[src/sv/ir_pulse_width_code_decoder_top_assert.svh]
// Assertion macros for the IR pulse-width code decoder RTL.
// Included by the top level; the clock and the active-low reset are passed as macro arguments.
`ifndef IR_PULSE_WIDTH_CODE_DECODER_TOP_ASSERT_SVH
`define IR_PULSE_WIDTH_CODE_DECODER_TOP_ASSERT_SVH

// Same-cycle implication, disabled while reset is held.
`define IRPWD_ASSERT_IMPL(label, clk, rst_n, ante, cons) \
  label: assert property (@(posedge clk) disable iff (!(rst_n)) (ante) |-> (cons)) \
    else $error("irpwd assertion failed");

// Next-cycle implication, disabled while reset is held.
`define IRPWD_ASSERT_NEXT(label, clk, rst_n, ante, cons) \
  label: assert property (@(posedge clk) disable iff (!(rst_n)) (ante) |=> (cons)) \
    else $error("irpwd assertion failed");

`endif

[src/sv/irpwd_pkg.sv]
// Package for the IR pulse-width code decoder: widths, register indexes,
// reset values and the interval and button match functions. No dependencies.
`timescale 1ns / 1ps

package irpwd_pkg;

  localparam int MARK_W      = 8;
  localparam int CODE_W      = 11;
  localparam int CNT_OUT_W   = 4;
  localparam int IDX_W       = 3;
  localparam int BTN_N       = 5;
  localparam int CFG_ADDR_W  = 3;
  localparam int CFG_DATA_W  = 11;
  localparam int IN_TDATA_W  = 8;
  localparam int OUT_TDATA_W = 24;

  typedef logic [MARK_W-1:0] mark_t;
  typedef logic [CODE_W-1:0] code_t;
  typedef logic [IDX_W-1:0]  btn_idx_t;

  // Configuration register indexes.
  localparam logic [CFG_ADDR_W-1:0] REG_START_MARK = 3'd0;
  localparam logic [CFG_ADDR_W-1:0] REG_ONE_MARK   = 3'd1;
  localparam logic [CFG_ADDR_W-1:0] REG_ZERO_MARK  = 3'd2;
  localparam logic [CFG_ADDR_W-1:0] REG_BTN_A      = 3'd3;
  localparam logic [CFG_ADDR_W-1:0] REG_BTN_B      = 3'd4;
  localparam logic [CFG_ADDR_W-1:0] REG_BTN_C      = 3'd5;
  localparam logic [CFG_ADDR_W-1:0] REG_BTN_D      = 3'd6;
  localparam logic [CFG_ADDR_W-1:0] REG_BTN_E      = 3'd7;

  localparam mark_t START_MARK_RST = 8'h1C;
  localparam mark_t ONE_MARK_RST   = 8'h10;
  localparam mark_t ZERO_MARK_RST  = 8'h0A;
  localparam code_t BTN_A_RST      = 11'h178;
  localparam code_t BTN_B_RST      = 11'h578;
  localparam code_t BTN_C_RST      = 11'h168;
  localparam code_t BTN_D_RST      = 11'h538;
  localparam code_t BTN_E_RST      = 11'h668;

  typedef code_t btn_table_t [BTN_N];

  // Interval matches mark or mark+1; the +1 is taken in 9 bits so 255 has no partner.
  function automatic logic pair_match(input mark_t v, input mark_t mark);
    logic [MARK_W:0] v_x;
    logic [MARK_W:0] m_x;
    v_x = {1'b0, v};
    m_x = {1'b0, mark};
    return (v_x == m_x) || (v_x == (m_x + 1'b1));
  endfunction

  // Lowest matching button wins; 0 when nothing matches.
  function automatic btn_idx_t btn_lookup(input code_t c, input btn_table_t tbl);
    btn_idx_t idx;
    idx = '0;
    for (int i = BTN_N - 1; i >= 0; i--) begin
      if (tbl[i] == c) begin
        idx = IDX_W'(i + 1);
      end
    end
    return idx;
  endfunction

endpackage

[src/sv/ir_pulse_width_code_decoder_top.sv]
// Top level of the IR pulse-width code decoder: input register, frame state,
// bit decode, button lookup and output register. Depends on irpwd_pkg and the assert header.
`timescale 1ns / 1ps
`include "ir_pulse_width_code_decoder_top_assert.svh"

// Usage
//   in_*  : one item per measured interval; in_tdata[7:0] is the high byte of
//           the interval measured between falling edges of the IR receiver.
//   out_* : one item per finished frame; out_tdata carries code, bit count and
//           the matching button index (0 when no button register matches).
//   cfg_* : write-only register port, to be written only while the decoder is idle (not enforced).
// Timing
//   Throughput is one item per clock while a low out_tready does not hold the output.
//   An item is registered in the input register when it is accepted and is decoded
//   from there into the frame state and the output register, which drives out_tvalid.
//   There is a single decode stage (six 9-bit compares, an 11-bit shift and
//   five 11-bit button compares).
// Reset
//   rst_n low clears both valid flags and the frame state (idle, no bits) and
//   loads the default marks and button codes.
// Backpressure
//   When out_tready is low with a result waiting, the decode stage holds; the
//   input register still takes one more item if it is empty, then in_tready drops
//   until the result is taken.
module ir_pulse_width_code_decoder_top #(
  parameter int FRAME_BITS = 11
) (
  input  logic                                clk,
  input  logic                                rst_n,
  // Interval items
  input  logic                                in_tvalid,
  output logic                                in_tready,
  input  logic [irpwd_pkg::IN_TDATA_W-1:0]    in_tdata,   // [7:0] interval_high
  // Decoded frame items
  output logic                                out_tvalid,
  input  logic                                out_tready,
  output logic [irpwd_pkg::OUT_TDATA_W-1:0]   out_tdata,  // [10:0] code, [14:11] bits_received,
                                                          // [17:15] button_index, [23:18] zero
  // Register writes
  input  logic                                cfg_wr_en,
  input  logic [irpwd_pkg::CFG_ADDR_W-1:0]    cfg_addr,
  input  logic [irpwd_pkg::CFG_DATA_W-1:0]    cfg_wdata
);

  import irpwd_pkg::*;

  localparam int CNT_W = $clog2(FRAME_BITS + 1);

  // Configuration registers
  mark_t      start_mark_r;
  mark_t      one_mark_r;
  mark_t      zero_mark_r;
  btn_table_t btn_code_r;

  always_ff @(posedge clk) begin
    if (!rst_n) begin
      start_mark_r  <= START_MARK_RST;
      one_mark_r    <= ONE_MARK_RST;
      zero_mark_r   <= ZERO_MARK_RST;
      btn_code_r[0] <= BTN_A_RST;
      btn_code_r[1] <= BTN_B_RST;
      btn_code_r[2] <= BTN_C_RST;
      btn_code_r[3] <= BTN_D_RST;
      btn_code_r[4] <= BTN_E_RST;
    end else if (cfg_wr_en) begin
      unique case (cfg_addr)
        REG_START_MARK: start_mark_r  <= cfg_wdata[MARK_W-1:0];
        REG_ONE_MARK:   one_mark_r    <= cfg_wdata[MARK_W-1:0];
        REG_ZERO_MARK:  zero_mark_r   <= cfg_wdata[MARK_W-1:0];
        REG_BTN_A:      btn_code_r[0] <= cfg_wdata[CODE_W-1:0];
        REG_BTN_B:      btn_code_r[1] <= cfg_wdata[CODE_W-1:0];
        REG_BTN_C:      btn_code_r[2] <= cfg_wdata[CODE_W-1:0];
        REG_BTN_D:      btn_code_r[3] <= cfg_wdata[CODE_W-1:0];
        REG_BTN_E:      btn_code_r[4] <= cfg_wdata[CODE_W-1:0];
        default: ;
      endcase
    end
  end

  // Input register
  logic  in_valid_r;
  mark_t in_data_r;
  logic  out_valid_r;
  logic  [OUT_TDATA_W-1:0] out_data_r;

  // The decode stage advances whenever the output register is free or draining.
  logic advance;
  logic proc_go;
  assign advance   = !out_valid_r || out_tready;
  assign proc_go   = in_valid_r && advance;
  assign in_tready = !in_valid_r || advance;

  always_ff @(posedge clk) begin
    if (!rst_n) begin
      in_valid_r <= 1'b0;
    end else if (in_tready) begin
      in_valid_r <= in_tvalid;
    end
  end

  always_ff @(posedge clk) begin
    if (in_tvalid && in_tready) begin
      in_data_r <= in_tdata[MARK_W-1:0];
    end
  end

  // Frame state
  logic             in_frame_r, in_frame_nxt;
  logic [CNT_W-1:0] bit_cnt_r,  bit_cnt_nxt;
  code_t            code_r,     code_nxt;

  // Decode
  logic             is_start, is_one, is_zero;
  code_t            code_shift;
  logic [CNT_W-1:0] cnt_inc;
  logic             res_valid;
  code_t            res_code;
  logic [CNT_W-1:0] res_cnt;

  always_comb begin
    is_start   = pair_match(in_data_r, start_mark_r);
    is_one     = pair_match(in_data_r, one_mark_r);
    is_zero    = pair_match(in_data_r, zero_mark_r);
    // One pair wins when it overlaps the zero pair.
    code_shift = {code_r[CODE_W-2:0], is_one};
    cnt_inc    = bit_cnt_r + 1'b1;

    in_frame_nxt = in_frame_r;
    bit_cnt_nxt  = bit_cnt_r;
    code_nxt     = code_r;
    res_valid    = 1'b0;
    res_code     = code_r;
    res_cnt      = bit_cnt_r;

    if (!in_frame_r) begin
      // Idle: only a start interval opens a frame, and it yields no item.
      if (is_start) begin
        in_frame_nxt = 1'b1;
      end
    end else if (is_one || is_zero) begin
      if (cnt_inc >= CNT_W'(FRAME_BITS)) begin
        // Full frame: report and go idle.
        res_valid    = 1'b1;
        res_code     = code_shift;
        res_cnt      = cnt_inc;
        in_frame_nxt = 1'b0;
        bit_cnt_nxt  = '0;
        code_nxt     = '0;
      end else begin
        bit_cnt_nxt = cnt_inc;
        code_nxt    = code_shift;
      end
    end else begin
      // Unrecognized interval: end the frame early with what came so far.
      res_valid    = 1'b1;
      in_frame_nxt = 1'b0;
      bit_cnt_nxt  = '0;
      code_nxt     = '0;
    end
  end

  always_ff @(posedge clk) begin
    if (!rst_n) begin
      in_frame_r <= 1'b0;
      bit_cnt_r  <= '0;
      code_r     <= '0;
    end else if (proc_go) begin
      in_frame_r <= in_frame_nxt;
      bit_cnt_r  <= bit_cnt_nxt;
      code_r     <= code_nxt;
    end
  end

  // Output register
  always_ff @(posedge clk) begin
    if (!rst_n) begin
      out_valid_r <= 1'b0;
    end else if (advance) begin
      out_valid_r <= proc_go && res_valid;
    end
  end

  always_ff @(posedge clk) begin
    if (proc_go && res_valid) begin
      out_data_r <= {{(OUT_TDATA_W - CODE_W - CNT_OUT_W - IDX_W){1'b0}},
                     btn_lookup(res_code, btn_code_r),
                     CNT_OUT_W'(res_cnt),
                     res_code};
    end
  end

  assign out_tvalid = out_valid_r;
  assign out_tdata  = out_data_r;

  // Checks
  `IRPWD_ASSERT_IMPL(a_idle_clean, clk, rst_n, !in_frame_r,
                     (bit_cnt_r == '0) && (code_r == '0))
  `IRPWD_ASSERT_IMPL(a_cnt_below_frame, clk, rst_n, in_frame_r,
                     bit_cnt_r < CNT_W'(FRAME_BITS))
  `IRPWD_ASSERT_IMPL(a_result_from_frame, clk, rst_n, proc_go && res_valid, in_frame_r)
  `IRPWD_ASSERT_NEXT(a_result_closes_frame, clk, rst_n, proc_go && res_valid,
                     !in_frame_r && out_valid_r)

endmodule
[config.mk]
export PLATFORM = sky130hd
export DESIGN_NAME = ir_pulse_width_code_decoder_top
export DESIGN_NICKNAME = d
export VERILOG_FILES = /design/src/sv/irpwd_pkg.sv /design/src/sv/ir_pulse_width_code_decoder_top.sv
export VERILOG_INCLUDE_DIRS = /design/src /design/src/sv
export SDC_FILE = /design/constraint.sdc
export NUM_CORES = 1
export LEC_CHECK = 0
export BUFFER_PORTS_ARGS = -buffer_cell sky130_fd_sc_hd__buf_2
export CAP_MARGIN = 20
export CORE_MARGIN = 4
export CORE_UTILIZATION = 55
export DETAILED_ROUTE_END_ITERATION = 6
export PLACE_DENSITY = 0.77
export SLEW_MARGIN = 40
export SYNTH_ARGS = -nofsm -noshare
export SYNTH_HDL_FRONTEND = slang
export SYNTH_SLANG_ARGS = --single-unit
[constraint.sdc]
create_clock -name clk -period 3.5 [get_ports clk]
set_input_delay 1.05 -clock clk [delete_from_list [all_inputs] [get_ports clk]]
set_output_delay 1.05 -clock clk [all_outputs]
set_load 0.01 [all_outputs]
==> results.json, run 1 <==
{
  "status": "complete, but fails checks",
  "failed_checks": "negative setup slack",
  "synth_edf_count": 26,
  "avgSynthCellArea_um2": 8.38,
  "arrival_ns": 3.76,
  "cp_num_buf_inv": 2,
  "post-route-period-util_pct": 101,
  "startpoint_type": "register",
  "crit_family": "compound AO/OA/AOI/OAI gates",
  "cts.sinks": 123,
  "fmax_mhz": 283,
  "cp_slowest_cell": "or4_4",
  "cts_made_buffers": 17,
  "fin_nets": 907,
  "pin_count": 53,
  "yosysUniqueCellTypes": 70,
  "worstMarginPinSlew_ns": 0.768,
  "hpwl_mm": 13.6,
  "finClkSkew_ns": 0.00424,
  "r2r-start": "in_data_r[5]",
  "timing.setup.tns_ns": -0.0284,
  "cts_hold_buf": 0,
  "antenna_cells": 0,
  "hold_path_class": "reg -> reg",
  "syn2layout_area_growth_pct": 17.9,
  "vias_per_cell": 5.80,
  "clock_path_buffers": 2,
  "synth_xor_area_share_pct": 12.0,
  "overflow": 0,
  "cts-root-buf": "clkbuf_16",
  "slew_viol_final": 0,
  "finalPower_w": 0.00350,
  "vias": 6120,
  "first_pass_iters": 5,
  "drc": 0,
  "period_needed_ns": 3.53,
  "wl_mm": 19.1,
  "synth_top_family_by_area": "simple AND/OR/NAND/NOR gates",
  "yosys.area_share.adder_pct": 1.09,
  "synth.yosys.seq_area_share_pct": 39.5,
  "ir_drop_v": 0.000333,
  "synthCells": 822,
  "rsz0062_at_grt": "true",
  "cp.depth": 12,
  "crit_path_max_fanout": 12,
  "final_area_um2": 8120,
  "ant_nets": 0,
  "drt_iter0_drc": 721,
  "p_per_area_nw_per_um2": 431,
  "fin_worst_hold_slack_ns": 0.481,
  "first_global_vias": 5760,
  "drt-wirelength-per-cell_um": 18.1,
  "cts_tree": "done",
  "cp_cell_sequence": "xnor2_1 > or3_1 > a2111o_1 > or4_4 > a41oi_4 > buf_12 > bufbuf_16 > a2111oi_0 > a21oi_1 > a211oi_1 > and3_1 > a2111oi_4",
  "crit_required_ns": 3.73,
  "num_rows": 40,
  "cp_slowest_stage_delay_ns": 0.55,
  "min-delay-start": "btn_code_r[40]",
  "synthSimpleGateAreaFrac_pct": 22.8,
  "cts_htree_levels": 4,
  "r2r-end": "out_tdata[17]",
  "synth_warnings": 0,
  "grt_pass1_wl_mm": 29.9,
  "yosysMostFrequentCell": "nand2_1",
  "grt_max_degree": 42,
  "synth_compound_area_share_pct": 16.8,
  "holdPathStages": 2,
  "synth_top_area_share_pct": 28.2,
  "yosys.area.top_type": "dfxtp_1",
  "grt_use_total_pct": 26.6,
  "dpl_cell_area_um2": 7380,
  "synth_ff_type": "dfxtp_1",
  "setup_slack_ns": -0.0284,
  "leakage_nw": 3.19,
  "gp_congestion": 1.01,
  "die_height_um": 120,
  "relSlewSlack_pct": 48.6,
  "end_kind": "register",
  "drive_gt1_share_pct": 16.2,
  "ys_ff_latch": 123,
  "drv_cap": 0,
  "hold_end": "btn_code_r[40]",
  "place_ws_ns": -0.0865,
  "portBuffers": 46,
  "yosys-top-cells-count": "192 x nand2_1, 97 x dfxtp_1, 60 x a21boi_0",
  "synthTopCellsByArea": "dfxtp_1 28%, edfxtp_1 11%, nand2_1 10%, xor2_1 6.9%, a21boi_0 6.5%",
  "initial_core_util_pct": 56.9,
  "worst-setup-path-type": "reg -> reg",
  "clk_transition_reported_paths_ns": 0.06,
  "hold_viol_final": 0,
  "die_w_um": 120,
  "synthesis.area_um2": 6890,
  "worstRegToRegCells": 12,
  "ff2ff_setup_slack_ns": -0.03,
  "ys_async_sr_fraction_pct": 0,
  "core_um2": 12100,
  "die-area_um2": 14400,
  "antenna_found_initial": 0,
  "clkLatencyLatePin_ns": 0.42,
  "setup_viol": 1,
  "muxShareOfSynthArea_pct": 2.00
}
worst max path at each step:
stage / end / slack, ns / from
2_1_floorplan: out_tdata[17] / -0.02 / in_data_r[5]
3_3_place_gp: out_tdata[17] / -0.004 / in_data_r[5]
3_5_place_dp: out_tdata[17] / -0.09 / in_data_r[5]
4_1_cts: out_tdata[17] / 0.001 / in_data_r[5]
5_1_grt: out_tdata[17] / -0.17 / in_data_r[5]
6_report: out_tdata[17] / -0.03 / in_data_r[5]
metal layers:
layer	GRT usage, %	vias up	wire [µm]
met1	36.5	2896	8450
met2	41.1	260	8630
met3	6.08	36	1530
met5	0	-	0
li1	-	2928	-
met4	9.59	0	457
state kept, by name, indices dropped and copies added (netlist names):
signal and cells:
code_r 11, bit_cnt_r 4, out_tvalid 1, in_valid_r 1, one_mark_r 8, in_data_r 8
btn_code_r 55, out_tdata 18, start_mark_r 8, in_frame_r 1, zero_mark_r 8
cells by family (layout without fill, tap and decap cells):
group | after synthesis | in the layout
AND/OR/NAND/NOR | 344 | 344
buffers and inverters | 90 | 150
flip-flops | 123 | 123
adder cells (fa/ha/maj) | 6 | 6
multiplexers | 13 | 13
XOR/XNOR | 94 | 94
AO/OA/AOI/OAI | 151 | 151
other | 1 | 6
power by group:
| part | internal, W | leakage, nW | switching, W |
|---|---|---|---|
| clock | 0.00112 | 0.302 | 0.000612 |
| combinational | 0.000101 | 1.84 | 0.000148 |
| sequential | 0.00148 | 1.05 | 0.0000366 |
| total | 0.00270 | 3.19 | 0.000797 |
what timing repair did:
| action | 4_1_cts | 5_1_grt |
|---|---|---|
| endpoints found under the setup margin | 3 | 3 |
| hold endpoints to repair | 0 | 0 |
| resized for setup | 6 | 8 |
| pin swaps | 1 | 1 |
| cloned | 1 | 0 |
| setup buffers | 2 | 1 |
layout make-up:
class	instances	area, µm²
Timing Repair Buffer	88	599
Clock inverter	4	20.0
Tap cell	168	210
Clock buffer	28	581
Inverter	30	113
Sequential cell	123	2720
Multi-Input combinational cell	614	3870
Fill cell	992	3990
placed cells by master (no fill, tap or decap), types with 6 or more instances in the layout:
cell and count:
a21boi_0 60, o21ai_0 11, nor2b_1 9, clkbuf_16 20
nor4_1 7, buf_2 46, ha_1 6, xnor2_1 40
buf_4 38, conb_1 6, nand2b_1 10, a21oi_1 10
nand4_1 11, o211ai_1 17, edfxtp_1 26, nor3_1 9
nand3_1 52, nor2_1 25, xor2_1 54, dfxtp_1 97
inv_1 30, a222oi_1 6, nand2_1 192
worst reg2reg max path, cell delays in order, from the launching register on:
cell and delay (ns):
edfxtp_1 0.40, xnor2_1 0.17, or3_1 0.31, a2111o_1 0.36, or4_4 0.55, a41oi_4 0.25, buf_12 0.18, bufbuf_16 0.29
a2111oi_0 0.07, a21oi_1 0.15, a211oi_1 0.09, and3_1 0.24, a2111oi_4 0.28
through the flow:
stage,instances,util [%]
CTS,1054,66.6
floorplan,827,-
global route,1055,67.0
finish,1055,67.0
detailed placement,1019,60.9
global placement,1019,60.9
(Power assumes the default switching activity.)
==> run 2, diff against run 1 <==
--- a/config.mk
+++ b/config.mk
@@ -12,6 +12,7 @@
 export CORE_UTILIZATION = 55
 export DETAILED_ROUTE_END_ITERATION = 6
 export PLACE_DENSITY = 0.77
+export RECOVER_POWER = 100
 export SLEW_MARGIN = 40
 export SYNTH_ARGS = -nofsm -noshare
 export SYNTH_HDL_FRONTEND = slang
==> results.json, run 2 (synthesis results as in run 1) <==
{
  "status": "complete, but fails checks",
  "failed_checks": "max-capacitance violations, max-slew violations, negative setup slack",
  "cts_htree_levels": 4,
  "overflow": 0,
  "wl_mm": 19.0,
  "seq_power_share_pct": 43.3,
  "drt_iter0_drc": 638,
  "clock_path_buffers": 2,
  "ir_drop_v": 0.000334,
  "fmax_mhz": 283,
  "p_sw_share_pct": 22.7,
  "antenna_cells": 0,
  "cp_slowest_cell": "or4_4",
  "first_pass_iters": 5,
  "cts.sinks": 123,
  "drc": 0,
  "fin_nets": 907,
  "p_per_area_nw_per_um2": 433,
  "grt_use_total_pct": 26.6,
  "crit_path_max_fanout": 12,
  "setup_slack_ns": -0.0345,
  "relSlewSlack_pct": -12.4,
  "clk_transition_reported_paths_ns": 0.05,
  "setup_viol": 1,
  "gp_congestion": 1.01,
  "drv_cap": 1,
  "period_needed_ns": 3.53,
  "die_w_um": 120,
  "ant_nets": 0,
  "initial_core_util_pct": 56.9,
  "cts-root-buf": "clkbuf_16",
  "die-area_um2": 14400,
  "dp_cells": 1019,
  "min-delay-start": "btn_code_r[46]",
  "die_height_um": 120,
  "stdcell_count": 1055,
  "worstMarginPinSlew_ns": 1.69,
  "pin_count": 53,
  "hpwl_mm": 13.6,
  "grt_pass1_wl_mm": 29.9,
  "worst-setup-path-type": "reg -> reg",
  "end_kind": "register",
  "final_common_cell": "nand2_1",
  "largest-register": "btn_code_r",
  "cp_cell_sequence": "xnor2_1 > or3_1 > a2111o_1 > or4_4 > a41oi_4 > buf_12 > bufbuf_16 > a2111oi_0 > a21oi_1 > a211oi_1 > and3_1 > a2111oi_4",
  "num_rows": 40,
  "rsz0062_at_grt": "true",
  "cts_made_buffers": 17,
  "p_clk_share_pct": 49.6,
  "arrival_ns": 3.76,
  "layout_common_cells": "192 x nand2_1, 97 x dfxtp_1, 60 x a21boi_0",
  "pwr-share-comb_pct": 7.1,
  "drt-wirelength-per-cell_um": 18.0,
  "fillerInstances": 1012,
  "worstRegToRegCells": 12,
  "vias_per_cell": 5.78,
  "clkLatencyLatePin_ns": 0.42,
  "switching_power_w": 0.000796,
  "holdPathStages": 2,
  "cell_internal_pwr_w": 0.00270,
  "core_um2": 12100,
  "hold_path_class": "reg -> reg",
  "hold_end": "btn_code_r[46]",
  "slew_viol_final": 42,
  "cts_tree": "done",
  "antenna_found_initial": 0,
  "syn2layout_area_growth_pct": 17.2,
  "grt_max_degree": 42,
  "hold_viol_final": 0,
  "finClkSkew_ns": 0.00426,
  "r2r-end": "out_tdata[17]",
  "startpoint_type": "register",
  "multi_input_area_um2": 3870,
  "first_global_vias": 5760,
  "drive_gt1_share_pct": 13.2,
  "portBuffers": 46,
  "r2r-start": "in_data_r[5]",
  "finalPower_w": 0.00350,
  "crit_required_ns": 3.73,
  "cp_slowest_stage_delay_ns": 0.55,
  "ff2ff_setup_slack_ns": -0.03,
  "register_area_um2": 2720,
  "vias": 6094,
  "post-route-period-util_pct": 101,
  "largest_register_ffs": 55,
  "leakage_nw": 3.10
}
==> run 2: changes by cell type in the layout (fill, tap and decap cells not counted) <==
| cell | before | now |
|---|---|---|
| clkbuf_1 | 3 | 30 |
| buf_2 | 46 | 23 |
| and2_0 | 1 | 2 |
| buf_4 | 38 | 34 |
| and2_1 | 3 | 2 |
==> run 2: layer usage <==
layer	GRT usage [%]	up-vias	share of wire [%]
met4	9.59	0	2.5
met5	0	-	0
met2	41.1	226	45
met1	36.5	2899	45
met3	6.08	36	7.1
li1	-	2933	-
==> run 2: cell type report <==
class,instances,share of cell area (%)
clock buffers,28,7.19
repair buffers,88,6.88
well taps,168,2.60
clock inverters,4,0.248
inverters,30,1.39
multi-input cells,614,48.0
flip-flops and latches,123,33.7
==> run 2: how the worst max path moves through the flow <==
stage                      start            end  slack [ns]
floorplan           in_data_r[5]  out_tdata[17]       -0.02
global placement    in_data_r[5]  out_tdata[17]      -0.004
detailed placement  in_data_r[5]  out_tdata[17]       -0.09
CTS                 in_data_r[5]  out_tdata[17]       0.001
global route        in_data_r[5]  out_tdata[17]       -0.17
finish              in_data_r[5]  out_tdata[17]       -0.03
==> run 2: through the flow <==
stage | hold slack, ns | util (%) | instance area, µm² | worst slack (ns) | TNS [ns]
finish | 0.486 | 66.7 | 8070 | -0.0345 | -0.0345
global route | 0.507 | 66.7 | 8070 | -0.171 | -0.415
CTS | 0.483 | 66.6 | 8060 | 0.00139 | 0
detailed placement | 0.471 | 60.9 | 7380 | -0.0865 | -0.118
global placement | 0.454 | 60.9 | 7380 | -0.00441 | -0.00441
floorplan | 0.443 | - | 6920 | -0.0156 | -0.0156
==> run 2: what timing repair did <==
action,in CTS,in global routing
gates cloned,1,0
resized for setup,6,8
pin swaps,1,1
hold buffers,0,0
endpoints found under the setup margin,3,3
buffers inserted,2,1
==> run 2: power by group through the flow <==
stage | combinational [W] | sequential (W) | clock [W]
final | 0.000248 | 0.00152 | 0.00173
after global routing | 0.000272 | 0.00152 | 0.00182
after CTS | 0.000245 | 0.00151 | 0.00175
after detailed placement | 0.000242 | 0.00154 | 0
after global placement | 0.000235 | 0.00154 | 0
after floorplan | 0.000176 | 0.00153 | 0
==> run 2: worst max-delay path: cells and delay by family (launching register included) <==
kind	cells	cell delay, ns
xor+xnor	1	0.17
buf+inv	2	0.46
simple gates	3	1.10
flops	1	0.40
compound gates	6	1.20
